## config.mk

```make
export PLATFORM = sky130hd
export DESIGN_NAME = hysteresis_onoff_qualifier
export DESIGN_NICKNAME = d
export VERILOG_FILES = /design/src/rtl/core/hoq_pkg.sv /design/src/rtl/core/hoq_cfg.sv /design/src/rtl/core/hoq_core.sv /design/src/rtl/core/hysteresis_onoff_qualifier.sv
export SDC_FILE = /design/constraint.sdc
export NUM_CORES = 1
export LEC_CHECK = 0
export ABC_AREA = 1
export BUFFER_PORTS_ARGS = -buffer_cell sky130_fd_sc_hd__buf_2
export CAP_MARGIN = 5
export CORE_UTILIZATION = 55
export CTS_BUF_LIST = sky130_fd_sc_hd__clkbuf_4
export DETAILED_ROUTE_END_ITERATION = 8
export GPL_TIMING_DRIVEN = 0
export PLACE_DENSITY_LB_ADDON = 0.25
export SLEW_MARGIN = 30
export SYNTH_ARGS = -nofsm -noshare
export SYNTH_HDL_FRONTEND = slang
export SYNTH_SLANG_ARGS = --single-unit
```

## constraint.sdc

```tcl
create_clock -name clk -period 2.6 [get_ports clk]
set_clock_uncertainty 0.05 [all_clocks]
set_input_delay 0.39 -clock clk [delete_from_list [all_inputs] [get_ports clk]]
set_output_delay 0.39 -clock clk [all_outputs]
set_load 0.02 [all_outputs]
```

## src/rtl/core/hoq_pkg.sv

```systemverilog
package hoq_pkg;

	// Event opcodes carried in each input beat
	typedef enum logic [2:0] {
		OP_EVALUATE  = 3'd0,
		OP_PAUSE     = 3'd1,
		OP_REARM     = 3'd2,
		OP_RESTART   = 3'd3,
		OP_RESET_QUAL = 3'd4
	} opcode_t;

	// Device kinds, with the unsupported reset code; codes above KIND_HUMIDIFIER are unsupported
	localparam logic [2:0] KIND_PURIFIER  = 3'd0;
	localparam logic [2:0] KIND_FAN       = 3'd1;
	localparam logic [2:0] KIND_HUMIDIFIER = 3'd2;
	localparam logic [2:0] KIND_RESET     = 3'd7;

	// Configuration register indexes
	localparam logic [1:0] CFG_AUTO_MODE   = 2'd0;
	localparam logic [1:0] CFG_DEVICE_KIND = 2'd1;
	localparam logic [1:0] CFG_ON_THRESH   = 2'd2;
	localparam logic [1:0] CFG_OFF_THRESH  = 2'd3;

	localparam int CFG_DATA_W = 16;

	// Sensor plausibility limits
	localparam logic [15:0] CO2_LIMIT = 16'd10000;
	localparam logic [9:0]  VOC_LIMIT = 10'd500;
	localparam logic [6:0]  HUM_LIMIT = 7'd100;

	// Timing and debounce
	localparam logic [31:0] HOLD_TIME_MS   = 32'd10000;
	localparam logic [3:0]  QUALIFY_FRAMES = 4'd3;

	// Flag bit positions
	localparam int VF_CO2 = 0;
	localparam int VF_VOC = 1;
	localparam int VF_HUM = 2;
	localparam int FF_BUS = 0;
	localparam int FF_CO2_TO = 1;
	localparam int FF_TH_TO = 2;

	typedef struct packed {
		logic        auto_mode;
		logic [2:0]  device_kind;
		logic [15:0] on_threshold;
		logic [15:0] off_threshold;
	} cfg_t;

	typedef struct packed {
		logic [2:0]  opcode;
		logic [31:0] now_ms;
		logic        link_up;
		logic        reported_on;
		logic [2:0]  valid_flags;
		logic [2:0]  fault_flags;
		logic [15:0] co2_reading;
		logic [9:0]  voc_reading;
		logic [6:0]  humidity_reading;
	} item_t;

	typedef struct packed {
		logic command_valid;
		logic desired_on;
		logic paused_flag;
		logic suspended_flag;
	} result_t;

endpackage

```

## src/rtl/core/hoq_cfg.sv

```systemverilog
module hoq_cfg
	import hoq_pkg::*;
(
	input  logic                  clk,
	input  logic                  arst_n,
	input  logic                  cfg_we,
	input  logic [1:0]            cfg_addr,
	input  logic [CFG_DATA_W-1:0] cfg_wdata,
	output cfg_t                  cfg
);

	cfg_t cfg_q;

	// Register file, one write per cycle
	always_ff @(posedge clk or negedge arst_n) begin
		if (!arst_n) begin
			cfg_q.auto_mode     <= 1'b0;
			cfg_q.device_kind   <= KIND_RESET;
			cfg_q.on_threshold  <= '0;
			cfg_q.off_threshold <= '0;
		end else if (cfg_we) begin
			case (cfg_addr)
				CFG_AUTO_MODE:   cfg_q.auto_mode     <= cfg_wdata[0];
				CFG_DEVICE_KIND: cfg_q.device_kind   <= cfg_wdata[2:0];
				CFG_ON_THRESH:   cfg_q.on_threshold  <= cfg_wdata[15:0];
				CFG_OFF_THRESH:  cfg_q.off_threshold <= cfg_wdata[15:0];
				default: ;
			endcase
		end
	end

	assign cfg = cfg_q;

endmodule

```

## src/rtl/core/hoq_core.sv

```systemverilog
module hoq_core
	import hoq_pkg::*;
(
	input  logic    clk,
	input  logic    arst_n,
	input  cfg_t    cfg,
	input  logic    fire,
	input  item_t   item,
	output result_t result
);

	logic        paused_q, suspended_q, qualifying_q, qtarget_q;
	logic [3:0]  agree_q;
	logic [31:0] last_sw_q;

	logic        paused_d, suspended_d, qualifying_d, qtarget_d;
	logic [3:0]  agree_d;
	logic [31:0] last_sw_d;
	logic        issue, want;

	logic        kind_ok, bad, target, deadband;
	logic [15:0] val;
	logic [31:0] elapsed, now_nz;
	logic        hold_active;
	logic [3:0]  agree_new;

	// Reading selection and plausibility per device kind
	always_comb begin
		case (cfg.device_kind)
			KIND_FAN: begin
				bad = !item.valid_flags[VF_CO2] || item.fault_flags[FF_BUS]
					|| item.fault_flags[FF_CO2_TO] || (item.co2_reading > CO2_LIMIT);
				val = item.co2_reading;
			end
			KIND_PURIFIER: begin
				bad = !item.valid_flags[VF_VOC] || item.fault_flags[FF_BUS]
					|| item.fault_flags[FF_CO2_TO] || (item.voc_reading > VOC_LIMIT);
				val = {6'd0, item.voc_reading};
			end
			default: begin
				bad = !item.valid_flags[VF_HUM] || item.fault_flags[FF_BUS]
					|| item.fault_flags[FF_TH_TO] || (item.humidity_reading > HUM_LIMIT);
				val = {9'd0, item.humidity_reading};
			end
		endcase
	end

	// Hysteresis compare: humidifier turns on low, the others turn on high
	always_comb begin
		deadband = 1'b0;
		target   = 1'b0;
		if (cfg.device_kind == KIND_HUMIDIFIER) begin
			if (val <= cfg.on_threshold)       target = 1'b1;
			else if (val >= cfg.off_threshold) target = 1'b0;
			else                               deadband = 1'b1;
		end else begin
			if (val >= cfg.on_threshold)       target = 1'b1;
			else if (val <= cfg.off_threshold) target = 1'b0;
			else                               deadband = 1'b1;
		end
	end

	// Wrapping hold window
	assign elapsed     = item.now_ms - last_sw_q;
	assign hold_active = (last_sw_q != '0) && (elapsed < HOLD_TIME_MS);
	assign now_nz      = (item.now_ms != '0) ? item.now_ms : 32'd1;
	assign kind_ok     = cfg.auto_mode && (cfg.device_kind <= KIND_HUMIDIFIER);

	// Debounce counter step
	always_comb begin
		if (!qualifying_q || (qtarget_q != target))
			agree_new = 4'd1;
		else if (agree_q < QUALIFY_FRAMES)
			agree_new = agree_q + 4'd1;
		else
			agree_new = agree_q;
	end

	// Next state and result for the current beat
	always_comb begin
		paused_d     = paused_q;
		suspended_d  = suspended_q;
		qualifying_d = qualifying_q;
		qtarget_d    = qtarget_q;
		agree_d      = agree_q;
		last_sw_d    = last_sw_q;
		issue        = 1'b0;
		want         = 1'b0;
		case (item.opcode)
			OP_EVALUATE: begin
				if (!kind_ok || (!paused_q && !item.link_up)) begin
					qualifying_d = 1'b0;
					agree_d      = '0;
				end else if (!paused_q) begin
					qualifying_d = 1'b0;
					agree_d      = '0;
					if (bad) begin
						suspended_d = 1'b1;
					end else if (suspended_q) begin
						// recovery restarts the hold
						suspended_d = 1'b0;
						last_sw_d   = now_nz;
					end else if (!deadband && (target != item.reported_on) && !hold_active) begin
						if (agree_new >= QUALIFY_FRAMES) begin
							issue = 1'b1;
							want  = target;
						end else begin
							qualifying_d = 1'b1;
							qtarget_d    = target;
							agree_d      = agree_new;
						end
					end
				end
			end
			OP_PAUSE: begin
				paused_d     = 1'b1;
				qualifying_d = 1'b0;
				agree_d      = '0;
			end
			OP_REARM: begin
				paused_d     = 1'b0;
				qualifying_d = 1'b0;
				agree_d      = '0;
				last_sw_d    = item.now_ms;
			end
			OP_RESTART: begin
				last_sw_d    = now_nz;
				qualifying_d = 1'b0;
				agree_d      = '0;
			end
			OP_RESET_QUAL: begin
				qualifying_d = 1'b0;
				agree_d      = '0;
			end
			default: ;
		endcase
	end

	// Controller state, updated once per beat
	always_ff @(posedge clk or negedge arst_n) begin
		if (!arst_n) begin
			paused_q     <= 1'b0;
			suspended_q  <= 1'b0;
			qualifying_q <= 1'b0;
			qtarget_q    <= 1'b0;
			agree_q      <= '0;
			last_sw_q    <= '0;
		end else if (fire) begin
			paused_q     <= paused_d;
			suspended_q  <= suspended_d;
			qualifying_q <= qualifying_d;
			qtarget_q    <= qtarget_d;
			agree_q      <= agree_d;
			last_sw_q    <= last_sw_d;
		end
	end

	assign result.command_valid  = issue;
	assign result.desired_on     = issue & want;
	assign result.paused_flag    = paused_d;
	assign result.suspended_flag = suspended_d;

endmodule

```

## src/rtl/core/hysteresis_onoff_qualifier.sv

```systemverilog
// Hysteresis on/off qualifier: takes one sensor status beat or event opcode
// per cycle while in_ready is high and returns exactly one result beat for
// each. An accepted beat waits in the input register until the result register
// is free or being read (input register, then decision logic into the result
// register); throughput is one beat per cycle unless the output stalls, set
// by the single state update done as a beat leaves the input register.
// in_ready drops only while the result register is full and out_ready is low.
// Configuration writes through cfg_we/cfg_addr/cfg_wdata take effect at once
// and must be made only while no beat is in flight.
module hysteresis_onoff_qualifier
	import hoq_pkg::*;
(
	input  logic                  clk,
	input  logic                  arst_n,
	input  logic                  cfg_we,
	input  logic [1:0]            cfg_addr,
	input  logic [CFG_DATA_W-1:0] cfg_wdata,
	input  logic                  in_valid,
	output logic                  in_ready,
	input  logic [2:0]            opcode,
	input  logic [31:0]           now_ms,
	input  logic                  link_up,
	input  logic                  reported_on,
	input  logic [2:0]            valid_flags,
	input  logic [2:0]            fault_flags,
	input  logic [15:0]           co2_reading,
	input  logic [9:0]            voc_reading,
	input  logic [6:0]            humidity_reading,
	output logic                  out_valid,
	input  logic                  out_ready,
	output logic                  command_valid,
	output logic                  desired_on,
	output logic                  paused_flag,
	output logic                  suspended_flag
);

	cfg_t    cfg;
	item_t   item_s1;
	logic    valid_s1;
	logic    advance;
	result_t res_d;
	result_t res_q;
	logic    out_valid_q;

	hoq_cfg u_cfg (
		.clk       (clk),
		.arst_n    (arst_n),
		.cfg_we    (cfg_we),
		.cfg_addr  (cfg_addr),
		.cfg_wdata (cfg_wdata),
		.cfg       (cfg)
	);

	// Pipeline control
	assign advance  = valid_s1 && (!out_valid_q || out_ready);
	assign in_ready = !valid_s1 || advance;

	// Input register
	always_ff @(posedge clk or negedge arst_n) begin
		if (!arst_n) begin
			valid_s1 <= 1'b0;
		end else if (in_ready) begin
			valid_s1 <= in_valid;
		end
	end

	always_ff @(posedge clk) begin
		if (in_valid && in_ready) begin
			item_s1.opcode           <= opcode;
			item_s1.now_ms           <= now_ms;
			item_s1.link_up          <= link_up;
			item_s1.reported_on      <= reported_on;
			item_s1.valid_flags      <= valid_flags;
			item_s1.fault_flags      <= fault_flags;
			item_s1.co2_reading      <= co2_reading;
			item_s1.voc_reading      <= voc_reading;
			item_s1.humidity_reading <= humidity_reading;
		end
	end

	hoq_core u_core (
		.clk    (clk),
		.arst_n (arst_n),
		.cfg    (cfg),
		.fire   (advance),
		.item   (item_s1),
		.result (res_d)
	);

	// Result register
	always_ff @(posedge clk or negedge arst_n) begin
		if (!arst_n) begin
			out_valid_q <= 1'b0;
		end else if (advance) begin
			out_valid_q <= 1'b1;
		end else if (out_ready) begin
			out_valid_q <= 1'b0;
		end
	end

	always_ff @(posedge clk) begin
		if (advance) begin
			res_q <= res_d;
		end
	end

	assign out_valid      = out_valid_q;
	assign command_valid  = res_q.command_valid;
	assign desired_on     = res_q.desired_on;
	assign paused_flag    = res_q.paused_flag;
	assign suspended_flag = res_q.suspended_flag;

endmodule

```

==> flow_summary.rst <==
.. list-table::
   :header-rows: 1

   * - Metric
     - Value
   * - Result of the run
     - complete, but fails checks
   * - Failing checks
     - negative setup slack
   * - Non-filler instance count after layout
     - 1727
   * - Peak supply drop
     - 0.5494 mV
   * - DRC violations left
     - 0
   * - Slew of the pin with the lowest slew margin
     - 0.7047 ns
   * - Ys flop type
     - edfxtp_1
   * - Largest net degree at the start of global routing
     - 65
   * - Ys Warns
     - 0
   * - Clock Pin Slew Worst Setup and Hold Paths
     - 0.14 ns
   * - Required arrival time at the worst endpoint
     - 3.01 ns
   * - Area of the core
     - 17360 sq um
   * - Yosys cell types
     - 42
   * - Areal power density over the cells
     - 738.7 nW/um^2
   * - Max Root-Sink Buffers
     - 2
   * - Met3 wire length
     - 1352 microns
   * - Starting density of the core
     - 56.50%
   * - Final worst setup slack
     - -0.4974 ns
   * - Leakage Power
     - 0.006255 uW
   * - Routed via count divided by cell count
     - 5.276
   * - Signal arrival time at the worst endpoint
     - 3.51 ns
   * - Later-pin clock latency in the skew report
     - 0.56 ns
   * - Level count of the clock H-tree
     - 4
   * - Min cycle time layout
     - 3.097 ns
   * - Core Rows
     - 48
   * - Number of enable flip-flop cells after synthesis
     - 80
   * - Achievable frequency
     - 322.9 MHz
   * - Routed Wire Length
     - 26950 microns
   * - Total of endpoints with negative setup slack in the final report
     - 38
   * - CP startpoint kind
     - flop
   * - Kind of critical path
     - flop to flop
   * - Net count after synthesis
     - 1416
   * - Post-Synthesis Cells
     - 1254
   * - Design Area, Final
     - 12300 sq um
   * - Area growth from synthesis to layout
     - 25.38%
   * - Fin crit share
     - 119.1%
   * - Detail Route met2 WL
     - 13950 microns
   * - Layout fillers
     - 1281
   * - Max Slew Vio Count
     - 0
   * - # diodes
     - 0
   * - Vert. Die Dim
     - 135.5 microns
   * - Post-synthesis average cell area
     - 7.820 sq um
   * - Drt wl/cell
     - 15.61 microns
   * - Max-cap violations
     - 0
   * - First-pass GRT wire length
     - 43150 microns
   * - Crit path largest cell delay
     - 0.57 ns
   * - Vias post-DR
     - 9112
   * - Total global routing track utilization
     - 30.76%
   * - Max layer used
     - met4
   * - Area of the multi-input gates
     - 4632 sq um
   * - Final Wtd Congestion
     - 0.9304
   * - Initial DRT Pass Iterations
     - 5
   * - Total of flip-flops plus latches after synthesis
     - 158
   * - Category of the worst setup path capture point
     - flop
   * - Util after Layout
     - 70.84%
   * - Minimum setup slack after placement
     - -0.7525 ns
   * - Met1 WL
     - 10720 microns
   * - Vias in the first global route
     - 8967
   * - Width of the die
     - 135.5 microns
   * - Share of synthesized registers carrying an async set or reset
     - 49.37%
   * - Unrepaired setup endpoints after global routing
     - yes
   * - Half-perimeter wire length after detailed placement
     - 18440 microns
   * - Count of input and output buffers
     - 104
   * - Hold Violations, Final
     - 0
   * - Root buffer cell
     - clkbuf_4
   * - Floorplan die area
     - 18370 sq um
   * - Number of sinks driven by the clock tree
     - 158
   * - Overflow after GRT
     - 0
   * - Cell taking the most area after synthesis
     - edfxtp_1
   * - Seq/Total Area, Yosys
     - 44.44%
   * - Layout cell share with drive strength beyond 1
     - 19.84%
   * - Cell breakdown of the critical path
     - inv_2 > nand2_4 > nor2_4 > buf_4 > a22o_4 > ha_4 > nand2_4 > nor2_4 > nand4_1 > nor2_2 > nor2_1 > nand2_2 > nand2_4 > xor2_1 > a21oi_2 > buf_4 > nand3_4 > nand2_2 > nand2_1
   * - Number of buffers added by the clock tree synthesis step
     - 17
   * - Cell area after technology mapping
     - 9807 sq um
   * - Highest net fanout along the worst path
     - 5
   * - Power consumption
     - 9083 uW
   * - Yosys top cell area share
     - 24.50%
   * - Crit path top cell by count
     - nand2_4
   * - Relative slew slack
     - 52.66%
   * - Highest-delay cell along the critical path
     - dfstp_2
   * - Final ANT Viol Nets
     - 0
   * - Ranking of synthesized cells by area
     - edfxtp_1 (24%), dfrtp_1 (19%), nand2_1 (14%)
   * - I/O pin total
     - 105
   * - Antenna violations before repair
     - 0
   * - Worst min path class
     - input port to flop
   * - CTS tree
     - built
   * - Number of nets in the final layout
     - 1651
   * - Cell area after placement
     - 10710 sq um
   * - Area taken by flip-flops and latches
     - 4358 sq um
   * - Initial DRC Count
     - 646
   * - Instance count after placement with tap cells included
     - 1586
==> sequential cells by signal, indices dropped and copies added, names as in the netlist <==
signal               count
out_valid                1
u_core.paused_q          1
u_cfg.cfg               36
suspended_flag           1
valid_s1                 1
u_core.suspended_q       1
u_core.agree_q           4
u_core.qualifying_q      1
desired_on               1
u_core.qtarget_q         1
u_core.last_sw_q        32
paused_flag              1
item_s1                 76
command_valid            1
==> where the power goes <==
part	switching, uW	total (uW)	internal [uW]
logic	2680	4320	1640
clock network	915	1420	502
registers	294	3350	3050
total	3890	9080	5190
==> through the flow <==
stage                     TNS (ns)  hold WS (ns)
after detailed placement    -3.776        0.1740
after global placement      -16.15        0.4010
after CTS                   -1.871     0.0007397
final                       -6.107       0.03558
after floorplan           -0.04065       0.04441
after global routing        -10.13      0.006245
==> placed cells by master (no fill, tap or decap), types with 14 or more instances in the layout <==
master	synthesis	routed
nand2_1	367	359
inv_1	258	253
buf_2	0	103
edfxtp_1	80	80
dlygate4sd3_1	0	79
dfrtp_1	75	75
nor2_1	78	66
ha_1	63	57
o21ai_0	58	55
nand3_1	52	50
a21oi_1	45	34
o21ai_2	32	33
nand4_1	30	30
buf_4	0	27
nand2_2	12	18
clkbuf_4	0	18
nor2_2	8	15
nor4_1	14	14
==> per-layer routing <==
layer | track usage (%) | up-vias
met5 | 0 | -
met4 | 15.17 | 0
met3 | 4.863 | 68
met2 | 55.53 | 313
met1 | 35.26 | 4239
li1 | - | 4492
==> critical path, delay by kind of cell (launching register included) <==
kind	cells	cell delay [ns]
compound gates	2	0.41
xor+xnor	1	0.15
fa+ha+maj	1	0.28
buf+inv	3	0.36
flops	1	0.57
simple gates	12	1.15
==> Yosys cell counts, types with 2 or more instances <==
cell,count
nand2_1,367
inv_1,258
edfxtp_1,80
nor2_1,78
dfrtp_1,75
ha_1,63
o21ai_0,58
nand3_1,52
a21oi_1,45
o21ai_2,32
nand4_1,30
nor4_1,14
nand2_2,12
nor3_1,10
inv_2,8
nand3b_1,8
nor2_2,8
buf_6,6
clkbuf_1,6
o22ai_1,6
a31oi_1,3
dfstp_2,3
nor3_2,3
o21a_1,3
o21bai_1,3
xor2_1,3
a21oi_2,2
a22o_1,2
and2_1,2
o21ai_1,2
==> layout make-up <==
cell class / instances / area share, %
Clock inverter: 14 / 1.099
Inverter: 267 / 8.243
Multi-Input combinational cell: 817 / 37.67
Timing Repair Buffer: 215 / 13.27
Timing Repair inverter: 1 / 0.06106
Tap cell: 225 / 2.290
Sequential cell: 158 / 35.44
Buffer: 12 / 0.8243
Clock buffer: 18 / 1.099
==> worst paths after layout <==
| kind | depth (start not counted) | start | slack [ns] | end |
|---|---|---|---|---|
| max in group asynchronous | 3 | arst_n | 1.76 | valid_s1 |
| setup / recovery | 19 | u_cfg.cfg[33] | -0.50 | u_core.qtarget_q |
| setup reg to reg | 19 | u_cfg.cfg[33] | -0.50 | u_core.qtarget_q |
| hold / removal | 3 | cfg_wdata[6] | 0.04 | u_cfg.cfg[22] |
| hold reg to reg | 2 | u_core.agree_q[3] | 0.44 | u_core.agree_q[3] |
| min in group asynchronous | 2 | arst_n | 0.16 | u_cfg.cfg[3] |
==> kinds of logic (layout without fill, tap and decap cells) <==
kind of cell / after synthesis / after routing / share of synthesized area (%)
multiplexers: 1 / 1 / 0.1021
flip-flops: 158 / 158 / 44.44
buffers and inverters: 279 / 527 / 11.14
adder cells (fa/ha/maj): 63 / 63 / 8.038
AO/OA/AOI/OAI: 160 / 160 / 10.02
AND/OR/NAND/NOR: 589 / 589 / 25.91
XOR/XNOR: 4 / 4 / 0.3573
==> what timing repair did <==
action,CTS,global route
hold endpoints to repair,156,0
hold buffers,79,0
gates resized for setup,43,23
buffers inserted,19,9
setup endpoints to repair,6,38
pin swaps,22,15
cloned,1,1
No activity file was read; power rests on OpenSTA's default activity.
